File: config.mk
export PLATFORM = sky130hd
export DESIGN_NAME = modular_exponentiation_top
export DESIGN_NICKNAME = d
export VERILOG_FILES = /design/src/sv/mexp_pkg.sv /design/src/sv/modular_exponentiation_top.sv
export SDC_FILE = /design/constraint.sdc
export NUM_CORES = 2
export LEC_CHECK = 0
export BUFFER_PORTS_ARGS = -buffer_cell sky130_fd_sc_hd__buf_2
export CAP_MARGIN = 20
export CORE_UTILIZATION = 60
export CTS_CLUSTER_DIAMETER = 40
export DETAILED_ROUTE_END_ITERATION = 8
export GPL_TIMING_DRIVEN = 0
export PLACE_DENSITY = 0.84
export SETUP_SLACK_MARGIN = 0.4
export SLEW_MARGIN = 10
export SYNTH_ARGS = -nofsm -noshare
export SYNTH_HDL_FRONTEND = slang
export SYNTH_SLANG_ARGS = --single-unit
export TNS_END_PERCENT = 100
File: constraint.sdc
create_clock -name clk -period 34.2 [get_ports clk]
set_clock_uncertainty 0.15 [all_clocks]
set_input_delay 10.26 -clock clk [delete_from_list [all_inputs] [get_ports clk]]
set_output_delay 10.26 -clock clk [all_outputs]
set_load 0.01 [all_outputs]
File: src/sv/mexp_pkg.sv
// Shared types and constants for the modular exponentiation block.
// No dependencies; imported by modular_exponentiation_top.
`timescale 1ns / 1ps
`default_nettype none

package mexp_pkg;

	// Width of every data port, independent of the internal WIDTH parameter.
	localparam int unsigned PORT_W = 64;

	// Sequencer states, one-hot.
	typedef enum logic [6:0] {
		S_IDLE    = 7'b0000001,
		S_RED_B   = 7'b0000010,
		S_DEC     = 7'b0000100,
		S_MUL_ACC = 7'b0001000,
		S_MUL_SQ  = 7'b0010000,
		S_RED_N   = 7'b0100000,
		S_FINAL   = 7'b1000000
	} mexp_state_t;

endpackage

`default_nettype wire

File: src/sv/modular_exponentiation_top.sv
// Modular exponentiation by right-to-left square and multiply, with a single
// bit-serial modular multiplier shared by every step. Depends on mexp_pkg.
`timescale 1ns / 1ps
`default_nettype none

// Channel   Direction  Signals                                  Transfer when
// input     in         cmd, base, exponent, numerator           in_valid & in_ready
// output    out        value, error                             out_valid & out_ready
// config    in         cfg_wdata (modulus)                      cfg_we
//
// One item takes up to 2*WIDTH+3 modular multiplications in the shared
// add-and-reduce unit (one doubling per bit of the multiplier, plus one add per
// set bit). The loop ends early once the remaining exponent bits are all zero.
// Reset clears the modulus to 0 and returns the sequencer to idle.
// in_ready is high only while idle; a finished result waits in the output
// register, and the next input is taken once that result has been transferred.

module modular_exponentiation_top #(
	parameter int unsigned WIDTH = 64
) (
	input  wire                         clk,
	input  wire                         arst_n,
	input  wire                         cfg_we,
	input  wire  [mexp_pkg::PORT_W-1:0] cfg_wdata,
	input  wire                         in_valid,
	output logic                        in_ready,
	input  wire                         cmd,
	input  wire  [mexp_pkg::PORT_W-1:0] base,
	input  wire  [mexp_pkg::PORT_W-1:0] exponent,
	input  wire  [mexp_pkg::PORT_W-1:0] numerator,
	output logic                        out_valid,
	input  wire                         out_ready,
	output logic [mexp_pkg::PORT_W-1:0] value,
	output logic                        error
);
	import mexp_pkg::*;

	localparam int unsigned CW = $clog2(WIDTH);

	mexp_state_t state_q;

	logic [PORT_W-1:0] mod_q;     // configuration register
	logic [WIDTH-1:0]  m_q;       // modulus latched for the current item
	logic              cmd_q;
	logic [WIDTH-1:0]  acc_q;     // running product
	logic [WIDTH-1:0]  sq_q;      // running square
	logic [WIDTH-1:0]  exp_q;     // remaining exponent bits
	logic [WIDTH-1:0]  num_q;
	logic [WIDTH-1:0]  ma_q;      // multiplicand, already reduced
	logic [WIDTH-1:0]  mb_q;      // multiplier, scanned from its top bit
	logic [WIDTH-1:0]  mp_q;      // partial product
	logic [CW-1:0]     cnt_q;
	logic              ph_q;      // 0: doubling step, 1: add step
	logic [WIDTH-1:0]  val_q;
	logic              err_q;
	logic              ovalid_q;

	// Shared add-and-reduce unit: mp + (ph ? ma : mp), reduced once by m.
	// Both operands are below m when m is not zero, so one subtraction suffices.
	logic [WIDTH:0]   sum;
	logic [WIDTH-1:0] sum_red;
	logic             mul_busy;
	logic             mul_done;
	logic [WIDTH-1:0] in_mod;
	logic [WIDTH-1:0] one_red;

	assign in_mod   = mod_q[WIDTH-1:0];
	// The value 1 reduced by the modulus: 0 only for a modulus of one.
	assign one_red  = (m_q == WIDTH'(1)) ? '0 : WIDTH'(1);

	assign sum = {1'b0, mp_q} + {1'b0, (ph_q ? ma_q : mp_q)};
	always_comb begin
		if (m_q != '0 && sum >= {1'b0, m_q}) begin
			sum_red = WIDTH'(sum - {1'b0, m_q});
		end else begin
			sum_red = sum[WIDTH-1:0];
		end
	end

	assign mul_busy = (state_q == S_RED_B) || (state_q == S_MUL_ACC) ||
		(state_q == S_MUL_SQ) || (state_q == S_RED_N) || (state_q == S_FINAL);
	// A product is finished after the add step of its last bit, or after the doubling when that bit is clear.
	assign mul_done = mul_busy && (ph_q || !mb_q[WIDTH-1]) && (cnt_q == '0);

	assign in_ready  = (state_q == S_IDLE) && !ovalid_q;
	assign out_valid = ovalid_q;
	assign value     = PORT_W'(val_q);
	assign error     = err_q;

	always_ff @(posedge clk or negedge arst_n) begin
		if (!arst_n) begin
			mod_q <= '0;
		end else if (cfg_we) begin
			mod_q <= cfg_wdata;
		end
	end

	always_ff @(posedge clk or negedge arst_n) begin
		if (!arst_n) begin
			state_q  <= S_IDLE;
			ovalid_q <= 1'b0;
			ph_q     <= 1'b0;
			cnt_q    <= '0;
		end else begin
			if (ovalid_q && out_ready) begin
				ovalid_q <= 1'b0;
			end

			// Bit-serial multiplier stepping; the final step is taken over by the
			// state logic below, which captures the product or starts the next one.
			if (mul_busy && !mul_done) begin
				mp_q <= sum_red;
				if (!ph_q && mb_q[WIDTH-1]) begin
					ph_q <= 1'b1;
				end else begin
					ph_q  <= 1'b0;
					mb_q  <= mb_q << 1;
					cnt_q <= cnt_q - CW'(1);
				end
			end

			case (state_q)
				S_IDLE: begin
					if (in_valid && in_ready) begin
						m_q   <= in_mod;
						cmd_q <= cmd;
						num_q <= numerator[WIDTH-1:0];
						exp_q <= cmd ? (in_mod - WIDTH'(2)) : exponent[WIDTH-1:0];
						acc_q <= (in_mod == WIDTH'(1)) ? '0 : WIDTH'(1);
						if (cmd && in_mod < WIDTH'(2)) begin
							val_q    <= '0;
							err_q    <= 1'b1;
							ovalid_q <= 1'b1;
						end else if (in_mod == '0) begin
							sq_q    <= base[WIDTH-1:0];
							state_q <= S_DEC;
						end else begin
							// Reduce the base: 1 * base mod m.
							ma_q    <= (in_mod == WIDTH'(1)) ? '0 : WIDTH'(1);
							mb_q    <= base[WIDTH-1:0];
							mp_q    <= '0;
							cnt_q   <= CW'(WIDTH - 1);
							ph_q    <= 1'b0;
							state_q <= S_RED_B;
						end
					end
				end
				S_RED_B: begin
					if (mul_done) begin
						sq_q    <= sum_red;
						state_q <= S_DEC;
					end
				end
				S_DEC: begin
					mp_q  <= '0;
					cnt_q <= CW'(WIDTH - 1);
					ph_q  <= 1'b0;
					if (exp_q == '0) begin
						if (cmd_q) begin
							ma_q    <= one_red;
							mb_q    <= num_q;
							state_q <= S_RED_N;
						end else begin
							val_q    <= acc_q;
							err_q    <= 1'b0;
							ovalid_q <= 1'b1;
							state_q  <= S_IDLE;
						end
					end else if (exp_q[0]) begin
						ma_q    <= acc_q;
						mb_q    <= sq_q;
						state_q <= S_MUL_ACC;
					end else begin
						ma_q    <= sq_q;
						mb_q    <= sq_q;
						state_q <= S_MUL_SQ;
					end
				end
				S_MUL_ACC: begin
					if (mul_done) begin
						acc_q   <= sum_red;
						ma_q    <= sq_q;
						mb_q    <= sq_q;
						mp_q    <= '0;
						cnt_q   <= CW'(WIDTH - 1);
						ph_q    <= 1'b0;
						state_q <= S_MUL_SQ;
					end
				end
				S_MUL_SQ: begin
					if (mul_done) begin
						sq_q    <= sum_red;
						exp_q   <= exp_q >> 1;
						state_q <= S_DEC;
					end
				end
				S_RED_N: begin
					if (mul_done) begin
						// Reduced numerator times the inverse.
						ma_q    <= sum_red;
						mb_q    <= acc_q;
						mp_q    <= '0;
						cnt_q   <= CW'(WIDTH - 1);
						ph_q    <= 1'b0;
						state_q <= S_FINAL;
					end
				end
				S_FINAL: begin
					if (mul_done) begin
						val_q    <= sum_red;
						err_q    <= 1'b0;
						ovalid_q <= 1'b1;
						state_q  <= S_IDLE;
					end
				end
				default: begin
					state_q <= S_IDLE;
				end
			endcase
		end
	end

	// An error result always carries a zero value.
	a_err_zero: assert property (@(posedge clk) disable iff (!arst_n)
		(out_valid && error) |-> (value == '0))
		else $error("error result with nonzero value");

	// A normal result is fully reduced by the item's modulus.
	a_reduced: assert property (@(posedge clk) disable iff (!arst_n)
		(out_valid && !error && m_q != '0) |-> (val_q < m_q))
		else $error("result not below modulus");

	// The add step only follows a doubling step on a set multiplier bit.
	a_phase: assert property (@(posedge clk) disable iff (!arst_n)
		(mul_busy && ph_q && !mul_done) |=> !ph_q)
		else $error("two add steps in a row");

	// The multiplier is never stepping while the block offers to take input.
	a_idle: assert property (@(posedge clk) disable iff (!arst_n)
		in_ready |-> !mul_busy && !out_valid)
		else $error("ready while busy");

endmodule

`default_nettype wire
# After elaboration in Yosys (flattened, before gate mapping)
# Index checks and enable logic that the tools add are counted.
[word_totals] input_bits=262 word_cells=162 register_bits=657 output_inout_bits=67
[classes] n_eq_ne=22 addsub=4 reduce_logical=36 n_lt_le_gt_ge=2 n_mux=82
[ops] op="two-way mux 64 bit" count=35
[ops] op="case mux 64 bit (4 select lines)" count=2
[ops] op="case mux 64 bit (2 select lines)" count=3
[ops] op="case mux 64 bit (3 select lines)" count=2
[ops] op="equality test 64 x 1 -> 1 bit (second input constant)" count=2
[ops] op="logical NOT 64 bit" count=2
[ops] op="adder 64 x 64 -> 65 bit" count=1
[ops] op="greater-or-equal comparator 65 x 64 -> 1 bit" count=1
[ops] op="less-than comparator 64 x 2 -> 1 bit (second input constant)" count=1
[ops] op="nonzero test 64 bit" count=1
[ops] op="subtractor 64 x 2 -> 64 bit (second input constant)" count=1
[ops] op="subtractor 64 bit" count=1
[ops] op="two-way mux 7 bit" count=7
[ops] op="two-way mux 6 bit" count=7
[ops] op="case mux 7 bit (6 select lines)" count=1
[ops] op="two-way mux 1 bit" count=19
[ops] op="case mux 6 bit (3 select lines)" count=1
[ops] op="inequality test 2 bit (second input constant)" count=8
[ops] op="AND reduction 6 bit" count=2
[ops] op="logical AND 1 bit" count=9
[ops] op="case mux 1 bit (3 select lines)" count=3
[ops] op="inequality test 2 x 1 -> 1 bit (second input constant)" count=4
[ops] op="AND reduction 4 bit" count=2
[ops] op="AND reduction 8 bit" count=1
[ops] op="other kinds (20)" count=30

# Longest topological paths before layout
[logic_depth] depth_word=14 depth_mapped=30 mapped_depth_nobuf=25

# Worst setup path before layout
# Ideal clock, no wire load.
[synth_timing] kind="in2reg" from="in in_valid" to="reg sq_q[0], enable pin" n_path_buf=0 arrival_time_ps=20810 slack_ps=12412 setup_ps=828 stages=3 t_required_ps=33222 cell_sequence="nor2b_1 -> o21ai_0 -> a2111oi_0"
[synth_between] elab_chain_len=3
[synth_rtl] element="start, declared" line="modular_exponentiation_top.sv:25" source="input wire in_valid,"
[synth_rtl] element="logical AND 1 bit" line="modular_exponentiation_top.sv:124" source="if (in_valid && in_ready) begin"
[synth_rtl] element="inequality test 2 x 1 -> 1 bit (no line)"
[synth_rtl] element="AND reduction 6 bit (no line)"
[synth_rtl] element="end signal, assigned" line="modular_exponentiation_top.sv:135" source="sq_q <= base[WIDTH-1:0];"
[synth_rtl] element="end signal, assigned" line="modular_exponentiation_top.sv:150" source="sq_q <= sum_red;"
[synth_rtl] element="end signal, assigned" line="modular_exponentiation_top.sv:192" source="sq_q <= sum_red;"
[synth_rtl] element="end, declared" line="modular_exponentiation_top.sv:46" source="logic [WIDTH-1:0] sq_q;"
# Every way passes these cells.
# A chain may end at the register's enable or synchronous reset.

# Worst setup path after layout
[layout_timing] from="in arst_n" to="reg ma_q[17], enable pin"
[layout_between] elab_chain_len=1
[layout_rtl] element="start, declared" line="modular_exponentiation_top.sv:22" source="input wire arst_n,"
[layout_rtl] element="AND reduction 8 bit (no line)"
[layout_rtl] element="end signal, assigned" line="modular_exponentiation_top.sv:139" source="ma_q <= (in_mod == WIDTH'(1)) ? '0 : WIDTH'(1);"
[layout_rtl] element="end signal, assigned" line="modular_exponentiation_top.sv:160" source="ma_q <= one_red;"
[layout_rtl] element="end signal, assigned" line="modular_exponentiation_top.sv:170" source="ma_q <= acc_q;"
[layout_rtl] element="end, declared" line="modular_exponentiation_top.sv:49" source="logic [WIDTH-1:0] ma_q;"
# Every way passes these cells.

==> impl_metrics.toml <==
[grt]
grt_max_degree = 86
grt_overflow = 0
grt_pass1_vias = 37132
grtUsageTotal_pct = 40.78
grt_pass1_wl_um = 218500
antenna_found_initial = 0

[yosys]
synth_fa_ha_area_share_pct = 3.999
synth_top_family_by_area = "compound AO/OA/AOI/OAI gates"
ys_seq_elements = 657
synth_xor_area_share_pct = 3.636
synth-compound-area-share_pct = 21.00
yosysWarnings = 0
syn-cell-area_um2 = 41670
yosysSeqAreaShare_pct = 46.39
synth_top_flop_cell = "edfxtp_1"
synth_cells = 4438
post-synth-top-area-fraction_pct = 41.65
synth_top_area_cell = "edfxtp_1"
synth_area_per_cell_um2 = 9.390
async_flop_share_pct = 12.02
synth.distinct_cells = 98
synth_edf_count = 578
synthTopCellsByArea = "edfxtp_1, o21ai_0, nand2_1"
synth_mux_area_share_pct = 5.686
syn-num-nets = 4832
synth_simple_gate_area_share_pct = 15.20

[cells_and_area]
nFillCells = 5161
regArea_um2 = 19330
drive_gt1_share_pct = 16.17
most-common-layout-cells = "nand2_1, edfxtp_1, o21ai_0"
nNetsFinal = 5290
multi_input_comb_area_um2 = 20700
fin_area_um2 = 48320
final_common_cell = "nand2_1"
syn2layout_area_growth_pct = 15.95

[setup_path]
arrival_ns = 13.39
startpoint_type = "primary input"
worstPathRequired_ns = 34.45
crit_fanout = 85
worst-setup-path-type = "primary input to flop"
end_kind = "flop"

[clock_network]
clkSinkCount = 657
htree_levels = 3
cts-buffers-inserted = 97
cts_setup_buffers = 0
hold_buffers = 0
ctsResizeCount = 0
cts-root-buf = "clkbuf_16"
cts.clk_slew.worst_paths_ns = 0.06
cts.path.max_buffers = 3
cts_tree = "yes"
worstSkewPairLatency_ns = 0.70

[sta]
tns_ns = 0
rsz0062_at_grt = "no"
setup_viol = 0
hold_viol = 0
post-route-period-util_pct = 38.41
slew_headroom_pct = 14.24
finalMaxSlewViolations = 0
finalCriticalPeriod_ns = 13.13
worst_pin_slew_ns = 1.275
fmax_mhz = 76.13

[placement]
dpl-instance-area_um2 = 44920
gp_congestion = 1.020
port_buffers = 327
hpwlAfterDp_um = 112800

[die]
die_area_um2 = 70520
core-area_um2 = 68710
dieHeight_um = 265.6
rows = 96
initial_core_util_pct = 60.66
die_x_um = 265.6
io_pins = 329

[routing]
drc_errors = 0
drt-total-wl_um = 147500
ant_nets = 0
vias = 38923
vias_per_cell = 6.585
firstDrtPassIters = 7
first_iter_violations = 5888
wl_per_cell_um = 24.95

[hold_path]
hold_path_class = "flop to flop"

[run]
drv_cap = 0

[outcome]
status = "completed"
-- cell type report --
type                            count  area share, %
Antenna cell                        1       0.005179
Buffer                            297          2.582
Clock buffer                      110          5.298
Clock inverter                     72          1.722
Inverter                          121         0.9399
Multi-Input combinational cell   3363          42.83
Sequential cell                   657          40.01
Tap cell                          931          2.411
Timing Repair Buffer              359          4.197
-- synth_stat cells (16+ instances only) --
cell and n:
mux2_2 131, nand4_1 54, o21ai_1 24, a21oi_1 358, a221oi_1 28, mux2i_1 88, nand3_1 122, nor4_1 47
ha_1 130, and3_1 25, nor3_1 103, a21oi_2 43, dfrtp_1 78, xnor2_1 104, a21o_1 87, clkbuf_1 224
edfxtp_1 578, or3_1 28, o21a_1 16, inv_1 119, o31ai_1 61, o21ai_0 532, buf_1 26, buf_2 28
xor2_1 69, nand2_1 617, o21bai_1 19, nor2_1 301, nand2b_1 17, a211oi_1 26, a22oi_1 125
-- stage by stage --
stage	util, %	cells	hold WS, ns	setup WS (ns)
after global placement	64.73	5696	0.3461	2.509
final	70.33	5911	0.3637	21.07
after global routing	70.33	5910	0.3742	20.95
after CTS	70.32	5909	0.3603	21.16
after detailed placement	65.38	5727	0.3491	20.45
after floorplan	-	4438	0.3067	12.41
-- worst paths after layout --
kind,start,endpoint,slack (ns),cells past startpoint
worst max-delay path,arst_n,ma_q[17],21.07,9
worst min-delay path,in_mod[48],m_q[48],0.36,0
worst max register to register,ph_q,value[44],23.27,28
worst min register to register,in_mod[48],m_q[48],0.36,0
max in group asynchronous,arst_n,in_mod[21],23.19,3
min in group asynchronous,arst_n,cnt_q[1],9.31,1
-- routing by layer --
metal  global-route usage, %  wire length (um)  vias up  share of wire, %
met1                   52.97             53770    18008                36
met2                   65.20             66730     2993                45
met5                       0                 0        -                 0
li1                        -                 -    17391                 -
met4                   21.04              8866        0               6.0
met3                   7.656             18120      531                12
-- logic make-up after synthesis --
group / Yosys count
AOI/OAI and AO/OA: 1439
muxes: 220
buffers and inverters: 418
and+or+nand+nor: 1399
DFF: 657
adders and majority gates: 132
xor gates and xnor gates: 173
-- worst max-delay path, cell delays in order --
cell and delay (ns):
buf_8 0.29, buf_16 0.37, o21ai_0 0.44, nor4_2 0.77, buf_4 0.31, buf_4 0.20
buf_2 0.23, buf_4 0.21, buf_4 0.20
Power is not shown: default switching activity piles up to over one toggle a cycle in this logic, so the estimate is an artifact.
